--- config.mk ---
export PLATFORM = sky130hd
export DESIGN_NAME = ellipse_color_classifier_unit
export DESIGN_NICKNAME = d
export VERILOG_FILES = /design/src/hw/rtl/ecc_pkg.sv /design/src/hw/rtl/ecc_cfg.sv /design/src/hw/rtl/ecc_pipe_ctrl.sv /design/src/hw/rtl/ecc_datapath.sv /design/src/hw/rtl/ellipse_color_classifier_unit.sv
export SDC_FILE = /design/constraint.sdc
export NUM_CORES = 2
export LEC_CHECK = 0
export BUFFER_PORTS_ARGS = -buffer_cell sky130_fd_sc_hd__buf_2
export CAP_MARGIN = 10
export CORE_MARGIN = 10
export CORE_UTILIZATION = 65
export DETAILED_ROUTE_END_ITERATION = 12
export PLACE_DENSITY = 0.83
export SYNTH_ARGS = -nofsm -noshare
export SYNTH_HDL_FRONTEND = slang
export SYNTH_SLANG_ARGS = --single-unit
--- constraint.sdc ---
create_clock -name clk -period 9.8 [get_ports clk]
set_input_delay 0 -clock clk [delete_from_list [all_inputs] [get_ports clk]]
set_output_delay 0 -clock clk [all_outputs]
set_load 0.05 [all_outputs]
--- src/hw/rtl/ecc_pkg.sv ---
// Shared types, widths and helpers for the ellipse color classifier.
// No dependencies; imported by every module of the block.
`default_nettype none

package ecc_pkg;

  localparam int CHANNEL_BITS     = 8;
  localparam int COEF_FRAC_BITS   = 20;
  localparam int CENTER_FRAC_BITS = 4;
  localparam int THRESH_FRAC_BITS = 28;

  localparam int NUM_CH      = 3;
  localparam int NUM_TERMS   = 6;
  localparam int CENTER_BITS = 12;
  localparam int COEF_BITS   = 32;
  localparam int THRESH_BITS = 48;

  // APB register file: 64-bit data, registers every 8 bytes
  localparam int DATA_W = 64;
  localparam int ADDR_W = 6;

  localparam int Q_FRAC_BITS = 2 * CENTER_FRAC_BITS + COEF_FRAC_BITS;
  localparam int UP_SHIFT    =
      (Q_FRAC_BITS >= THRESH_FRAC_BITS) ? (Q_FRAC_BITS - THRESH_FRAC_BITS) : 0;
  localparam int DOWN_SHIFT  =
      (Q_FRAC_BITS < THRESH_FRAC_BITS) ? (THRESH_FRAC_BITS - Q_FRAC_BITS) : 0;

  // datapath widths, all exact
  localparam int PX_W   = CHANNEL_BITS + CENTER_FRAC_BITS;
  localparam int DIFF_W = ((PX_W > CENTER_BITS) ? PX_W : CENTER_BITS) + 1;
  localparam int PROD_W = 2 * DIFF_W;
  localparam int TERM_W = PROD_W + COEF_BITS;
  localparam int ACC_W  = TERM_W + 3;

  localparam int NSTG = 6;

  // operand channels of each quadratic term: 00, 11, 22, 01, 02, 12
  localparam int PAIR_A [NUM_TERMS] = '{0, 1, 2, 0, 0, 1};
  localparam int PAIR_B [NUM_TERMS] = '{0, 1, 2, 1, 2, 2};

  typedef enum logic [2:0] {
    REG_CENTER    = 3'd0,
    REG_COEF_00   = 3'd1,
    REG_COEF_11   = 3'd2,
    REG_COEF_22   = 3'd3,
    REG_COEF_01   = 3'd4,
    REG_COEF_02   = 3'd5,
    REG_COEF_12   = 3'd6,
    REG_THRESHOLD = 3'd7
  } reg_idx_t;

  typedef struct packed {
    logic [NUM_CH-1:0][CENTER_BITS-1:0]  center;
    logic [NUM_TERMS-1:0][COEF_BITS-1:0] coef;
    logic [THRESH_BITS-1:0]              threshold;
  } cfg_t;

  typedef struct packed {
    logic [NSTG-1:0] load;
  } pipe_ctrl_t;

  // threshold moved to the binary point of the quadratic sum;
  // rounds up when bits drop off so that "q < limit" stays exact
  function automatic logic signed [ACC_W-1:0] align_threshold(
      input logic [THRESH_BITS-1:0] t);
    logic [ACC_W-1:0]       wide;
    logic [THRESH_BITS-1:0] drop_mask;
    wide      = ACC_W'(t);
    drop_mask = (THRESH_BITS'(1) << DOWN_SHIFT) - THRESH_BITS'(1);
    if (Q_FRAC_BITS >= THRESH_FRAC_BITS) begin
      wide = wide << UP_SHIFT;
    end else begin
      wide = (wide >> DOWN_SHIFT) + ACC_W'(|(t & drop_mask));
    end
    return $signed(wide);
  endfunction

endpackage

`default_nettype wire

--- src/hw/rtl/ecc_cfg.sv ---
// APB register file: color center, six coefficients, threshold.
// Depends on ecc_pkg.
`default_nettype none

module ecc_cfg import ecc_pkg::*; (
  input  logic              clk,
  input  logic              rst,
  input  logic              psel,
  input  logic              penable,
  input  logic              pwrite,
  input  logic [ADDR_W-1:0] paddr,
  input  logic [DATA_W-1:0] pwdata,
  output logic [DATA_W-1:0] prdata,
  output cfg_t              cfg
);

  logic [NUM_CH*CENTER_BITS-1:0]       center;
  logic [NUM_TERMS-1:0][COEF_BITS-1:0] coef;
  logic [THRESH_BITS-1:0]              threshold;
  logic                                wr;
  reg_idx_t                            idx;

  assign wr  = psel && penable && pwrite;
  assign idx = reg_idx_t'(paddr[ADDR_W-1:3]);

  always_ff @(posedge clk) begin
    if (rst) begin
      center    <= '0;
      coef      <= '0;
      threshold <= '0;
    end else if (wr) begin
      case (idx)
        REG_CENTER:    center    <= pwdata[NUM_CH*CENTER_BITS-1:0];
        REG_COEF_00:   coef[0]   <= pwdata[COEF_BITS-1:0];
        REG_COEF_11:   coef[1]   <= pwdata[COEF_BITS-1:0];
        REG_COEF_22:   coef[2]   <= pwdata[COEF_BITS-1:0];
        REG_COEF_01:   coef[3]   <= pwdata[COEF_BITS-1:0];
        REG_COEF_02:   coef[4]   <= pwdata[COEF_BITS-1:0];
        REG_COEF_12:   coef[5]   <= pwdata[COEF_BITS-1:0];
        REG_THRESHOLD: threshold <= pwdata[THRESH_BITS-1:0];
        default: ;
      endcase
    end
  end

  always_comb begin
    case (idx)
      REG_CENTER:    prdata = DATA_W'(center);
      REG_COEF_00:   prdata = DATA_W'(coef[0]);
      REG_COEF_11:   prdata = DATA_W'(coef[1]);
      REG_COEF_22:   prdata = DATA_W'(coef[2]);
      REG_COEF_01:   prdata = DATA_W'(coef[3]);
      REG_COEF_02:   prdata = DATA_W'(coef[4]);
      REG_COEF_12:   prdata = DATA_W'(coef[5]);
      REG_THRESHOLD: prdata = DATA_W'(threshold);
      default:       prdata = '0;
    endcase
  end

  assign cfg.center    = center;
  assign cfg.coef      = coef;
  assign cfg.threshold = threshold;

endmodule

`default_nettype wire

--- src/hw/rtl/ecc_pipe_ctrl.sv ---
// Valid bits and per-stage load enables; bubbles collapse under stall.
// Depends on ecc_pkg.
`default_nettype none

module ecc_pipe_ctrl import ecc_pkg::*; (
  input  logic       clk,
  input  logic       rst,
  input  logic       pix_valid,
  output logic       pix_ready,
  output logic       res_valid,
  input  logic       res_ready,
  output pipe_ctrl_t ctrl
);

  logic [NSTG-1:0] vld;
  logic [NSTG-1:0] load;

  // a stage loads when it is empty or its content moves on
  always_comb begin
    load[NSTG-1] = !vld[NSTG-1] || res_ready;
    for (int k = NSTG - 2; k >= 0; k--) begin
      load[k] = !vld[k] || load[k+1];
    end
  end

  always_ff @(posedge clk) begin
    if (rst) begin
      vld <= '0;
    end else begin
      if (load[0]) vld[0] <= pix_valid;
      for (int k = 1; k < NSTG; k++) begin
        if (load[k]) vld[k] <= vld[k-1];
      end
    end
  end

  assign pix_ready = load[0];
  assign res_valid = vld[NSTG-1];
  assign ctrl.load = load;

endmodule

`default_nettype wire

--- src/hw/rtl/ecc_datapath.sv ---
// Six-stage datapath: center subtract, pair products, coefficient
// products, two adder levels, threshold compare. Depends on ecc_pkg.
`default_nettype none

module ecc_datapath import ecc_pkg::*; (
  input  logic                    clk,
  input  pipe_ctrl_t              ctrl,
  input  cfg_t                    cfg,
  input  logic [CHANNEL_BITS-1:0] chan0,
  input  logic [CHANNEL_BITS-1:0] chan1,
  input  logic [CHANNEL_BITS-1:0] chan2,
  output logic                    is_inside
);

  logic [CHANNEL_BITS-1:0]  chan [NUM_CH];
  logic signed [DIFF_W-1:0] diff [NUM_CH];
  logic signed [PROD_W-1:0] prod [NUM_TERMS];
  logic signed [TERM_W-1:0] term [NUM_TERMS];
  logic signed [ACC_W-1:0]  psum [NUM_CH];
  logic signed [ACC_W-1:0]  q;
  logic signed [ACC_W-1:0]  limit;

  assign chan[0] = chan0;
  assign chan[1] = chan1;
  assign chan[2] = chan2;
  assign limit   = align_threshold(cfg.threshold);

  // stage 1: d = (chan << 4) - center, signed
  always_ff @(posedge clk) begin
    if (ctrl.load[0]) begin
      for (int k = 0; k < NUM_CH; k++) begin
        diff[k] <= DIFF_W'({chan[k], CENTER_FRAC_BITS'(0)})
                 - DIFF_W'(cfg.center[2'(k)]);
      end
    end
  end

  // stage 2: channel pair products
  always_ff @(posedge clk) begin
    if (ctrl.load[1]) begin
      for (int k = 0; k < NUM_TERMS; k++) begin
        prod[k] <= diff[2'(PAIR_A[k])] * diff[2'(PAIR_B[k])];
      end
    end
  end

  // stage 3: coefficient products
  always_ff @(posedge clk) begin
    if (ctrl.load[2]) begin
      for (int k = 0; k < NUM_TERMS; k++) begin
        term[k] <= $signed(cfg.coef[3'(k)]) * prod[k];
      end
    end
  end

  // stage 4: pairwise sums
  always_ff @(posedge clk) begin
    if (ctrl.load[3]) begin
      for (int j = 0; j < NUM_CH; j++) begin
        psum[j] <= ACC_W'(term[2*j]) + ACC_W'(term[2*j+1]);
      end
    end
  end

  // stage 5: full quadratic value
  always_ff @(posedge clk) begin
    if (ctrl.load[4]) begin
      q <= psum[0] + psum[1] + psum[2];
    end
  end

  // stage 6: compare, output register
  always_ff @(posedge clk) begin
    if (ctrl.load[5]) begin
      is_inside <= q < limit;
    end
  end

endmodule

`default_nettype wire

--- src/hw/rtl/ellipse_color_classifier_unit.sv ---
// Top level of the ellipse color classifier: APB registers, pipeline
// control and datapath. Depends on ecc_pkg, ecc_cfg, ecc_pipe_ctrl, ecc_datapath.
`default_nettype none

// channel   | direction | handshake               | payload
// ----------+-----------+-------------------------+------------------------------
// pixel     | in        | pix_valid / pix_ready   | chan0, chan1, chan2 (8b each)
// result    | out       | res_valid / res_ready   | is_inside (1b)
// config    | in        | APB psel/penable/pready | paddr, pwdata, prdata (64b)
//
// One pixel transaction accepted per cycle while pix_ready is high; each pixel
// passes through the six register stages (subtract, pair multiply, coefficient
// multiply, two adder levels, compare into the output register).
// Synchronous active-high rst clears valid bits and all config registers.
// A stalled result stalls only the stages behind it that are full; empty
// stages keep filling, so pix_ready drops only once the pipe is full.

module ellipse_color_classifier_unit import ecc_pkg::*; (
  input  logic                    clk,
  input  logic                    rst,
  // pixel channel
  input  logic                    pix_valid,
  output logic                    pix_ready,
  input  logic [CHANNEL_BITS-1:0] chan0,
  input  logic [CHANNEL_BITS-1:0] chan1,
  input  logic [CHANNEL_BITS-1:0] chan2,
  // result channel
  output logic                    res_valid,
  input  logic                    res_ready,
  output logic                    is_inside,
  // APB config port, register i at byte address 8*i
  input  logic                    psel,
  input  logic                    penable,
  input  logic                    pwrite,
  input  logic [ADDR_W-1:0]       paddr,
  input  logic [DATA_W-1:0]       pwdata,
  output logic [DATA_W-1:0]       prdata,
  output logic                    pready
);

  cfg_t       cfg;
  pipe_ctrl_t ctrl;

  // zero-wait-state config port
  assign pready = 1'b1;

  ecc_cfg u_cfg (
    .clk     (clk),
    .rst     (rst),
    .psel    (psel),
    .penable (penable),
    .pwrite  (pwrite),
    .paddr   (paddr),
    .pwdata  (pwdata),
    .prdata  (prdata),
    .cfg     (cfg)
  );

  // valid bits travel alongside the datapath stages
  ecc_pipe_ctrl u_ctrl (
    .clk       (clk),
    .rst       (rst),
    .pix_valid (pix_valid),
    .pix_ready (pix_ready),
    .res_valid (res_valid),
    .res_ready (res_ready),
    .ctrl      (ctrl)
  );

  ecc_datapath u_dp (
    .clk       (clk),
    .ctrl      (ctrl),
    .cfg       (cfg),
    .chan0     (chan0),
    .chan1     (chan1),
    .chan2     (chan2),
    .is_inside (is_inside)
  );

  // input backpressure only ever comes from a held result
  a_stall_source: assert property (@(posedge clk) disable iff (rst)
    !pix_ready |-> (res_valid && !res_ready))
    else $error("pix_ready low without a held result");

  // a taken result always frees room for a new pixel
  a_ready_path: assert property (@(posedge clk) disable iff (rst)
    res_ready |-> pix_ready)
    else $error("pix_ready low while result side is ready");

  // reset empties the pipe
  a_reset_empty: assert property (@(posedge clk)
    rst |=> !res_valid)
    else $error("result valid right after reset");

  // a result cannot appear straight out of reset; it needs a pixel taken through the stages
  a_no_early_result: assert property (@(posedge clk)
    rst ##1 !rst [*1] |-> !res_valid)
    else $error("result appeared too early after reset");

endmodule

`default_nettype wire
==> out/metrics.cfg <==
[run]
maxCapViolations=0

[hold_path]
hold_path_class=in -> reg

[clocking]
h-tree-depth=2
clkTransAtPathRegs_ps=60
cts_tree=built
clock_sinks=509
postCtsSetupRepairBufs=0
cts_buffer_depth=3
ctsResizeCount=0
worstSkewPairLatency_ps=620
numCtsBuffers=51
cts_root_buf=clkbuf_16

[sta]
grt_setup_unrepaired=no
hold_viol_final=0
final.setup.worst_slack_ps=1110
relSlewSlack=0.201
fin_crit_sh=0.887
worst_slew_pin_slew_ps=1200
max_freq_ghz=0.115
finalClockSkew_ps=20.7
fin_hold_ws_ps=168
timing.final.max_slew_violations=0
setup_viol=0
setup_tns_ps=0
fin_crit_ps=8690

[setup_path]
crit_fanout=19
startpoint_type=register
critical_path_arrival_ps=9040
required_ps=10150
critPathKind=reg -> reg
end_kind=register

[global_routing]
grt_pass1_wl_um=245000
grt_max_degree=100
antenna_found_initial=4
overflow=0
grt_pass1_vias=45851
grtUsageTotal=0.311

[run_status]
outcome=finished, final reports clean

[logic_synthesis]
netlist_instances=6093
synth_seq_cells=509
ys.warnings.count=0
ys_types=80
synth_ff_type=dfxtp_1
syn_area_um2=56500
async_flop_share=0
seq_area_frac_synth=0.220
synth_top_area_share=0.360
yosys.area.top_type=fa_1
synth-edff-count=227
yosys-top-cells-area=fa_1 36%, edfxtp_1 12%, dfxtp_1 10%
avgSynthCellArea_um2=9.28

[power]
p_leak_nw=28.7
power_frac_clock=0.218
ir_drop_v=0.000255
power_mw=9.74
power.switching_mw=3.98
pwr_density_cell_nw_per_um2=161
intPower_mw=5.76
sw_frac_of_total=0.409
combPwrFrac=0.483
sequentialPowerShare=0.299

[placement]
dp_hpwl_um=113000
gp_congestion=0.949
placed_cell_area_um2=57800
dpl_worst_slack_ps=1120
placedCellCount=7092
port_buffers=124

[finish]
drive_gt1_frac=0.0577
final_area_um2=60300
n_fill_cell=6211
postLayoutCoreUtil=0.697
final_cell_mix=1,205 x nand2_1, 1,130 x inv_1, 1,016 x fa_1, 418 x and2_1, 414 x a21oi_1
layout.nets=7468
instances_no_fill=7257
areaGrowthSynthToFinish_pct=6.67
final_common_cell=nand2_1

[detailed_routing]
drc=0
vias=42795
drtAntennaViolNets=0
drt-total-wl_um=151000
viasPerCell=5.90
wl_per_cell_um=20.8
drt_iter0_drc=4743
first_pass_iters=7

[die]
die-area_um2=99200
coreArea_um2=86500
die_h_um=315
rows=108
die_w_um=315
pin_count=169
start_util=0.654

-- worst max-delay path, stage by stage (launching register included) --
cell and delay (ps):
dfxtp_1 880, nand2_1 230, inv_1 190, fa_1 590, fa_1 880, inv_1 240, fa_1 530, inv_1 530
fa_1 530, fa_1 470, fa_1 550, inv_1 60, fa_1 520, inv_1 40, ha_1 370, and3_1 210
nand3_1 130, nor4_1 520, a311oi_2 190, a21oi_1 350, o221ai_1 200, xnor2_1 160
-- cell type report --
cell class,count,area (µm²),area share
inverter,1133,4250,0.0705
multi-input combinational,4083,38300,0.636
tap,1155,1450,0.0240
timing repair buffer,283,2000,0.0332
sequential,509,12500,0.207
clock buffer,68,1460,0.0243
clock inverter,24,343,0.00569
antenna,2,5.00,0.0000830
-- logic make-up after synthesis --
kind of cell / count (synthesis) / synth area share
AOI/OAI and AO/OA: 712 / 0.0760
xor gates and xnor gates: 109 / 0.0169
adders and majority gates: 1306 / 0.424
buffers and inverters: 1516 / 0.104
DFF: 509 / 0.220
muxes: 40 / 0.00892
other: 2 / 0.000133
and+or+nand+nor: 1899 / 0.150
-- registers in the layout, summed over array words and instances (netlist names) --
name	count
u_dp.q	58
u_cfg.threshold	48
u_dp.prod	26
u_dp.psum	58
u_dp.is_inside	1
u_dp.diff	26
u_ctrl.vld	6
u_dp.term	58
u_cfg.center	36
u_cfg.cfg	192
-- Yosys cell counts, drive strengths merged (20+ instances only) --
cell type	instances
edfxtp	227
dfxtp	282
o21ai	71
mux2i	20
nor2	142
a21oi	415
xor2	26
nand3	28
a21o	39
nand2	1208
ha	290
o22ai	20
clkbuf	325
fa	1016
nor2b	21
xnor2	83
and2	419
inv	1132
a221oi	23
buf	58
a22o	20
nand2b	26
-- path summary, 6_finish.rpt --
| check | cells after the start | endpoint | slack, ps | from |
|---|---|---|---|---|
| worst min register to register | 0 | u_dp.q[40] | 410 | u_dp.psum[0][101] |
| worst max-delay path | 21 | u_dp.term[3][57] | 1110 | u_cfg.cfg[175] |
| worst max register to register | 21 | u_dp.term[3][57] | 1110 | u_cfg.cfg[175] |
| worst min-delay path | 5 | u_cfg.cfg[179] | 170 | paddr[5] |
-- power groups by stage --
stage	sequential, mW	combinational [mW]	clock, mW
global placement	2.93	4.50	0
CTS	2.91	4.72	2.12
detailed placement	2.95	4.63	0
floorplan	2.82	3.48	0
finish	2.91	4.70	2.13
global route	2.93	5.36	2.21
-- metal layers --
layer,vias to the layer above,global-route usage,wire length [µm]
met4,4,0.151,8430
met5,-,0,16
li1,18419,-,-
met1,21177,0.393,53900
met3,585,0.0612,16300
met2,2610,0.512,72000
-- timing repair --
item                                   4_1_cts  5_1_grt
setup endpoints to repair                    0        0
endpoints found under the hold margin      298        0
hold buffers                                71        0
No activity file was read; power rests on OpenSTA's default activity.
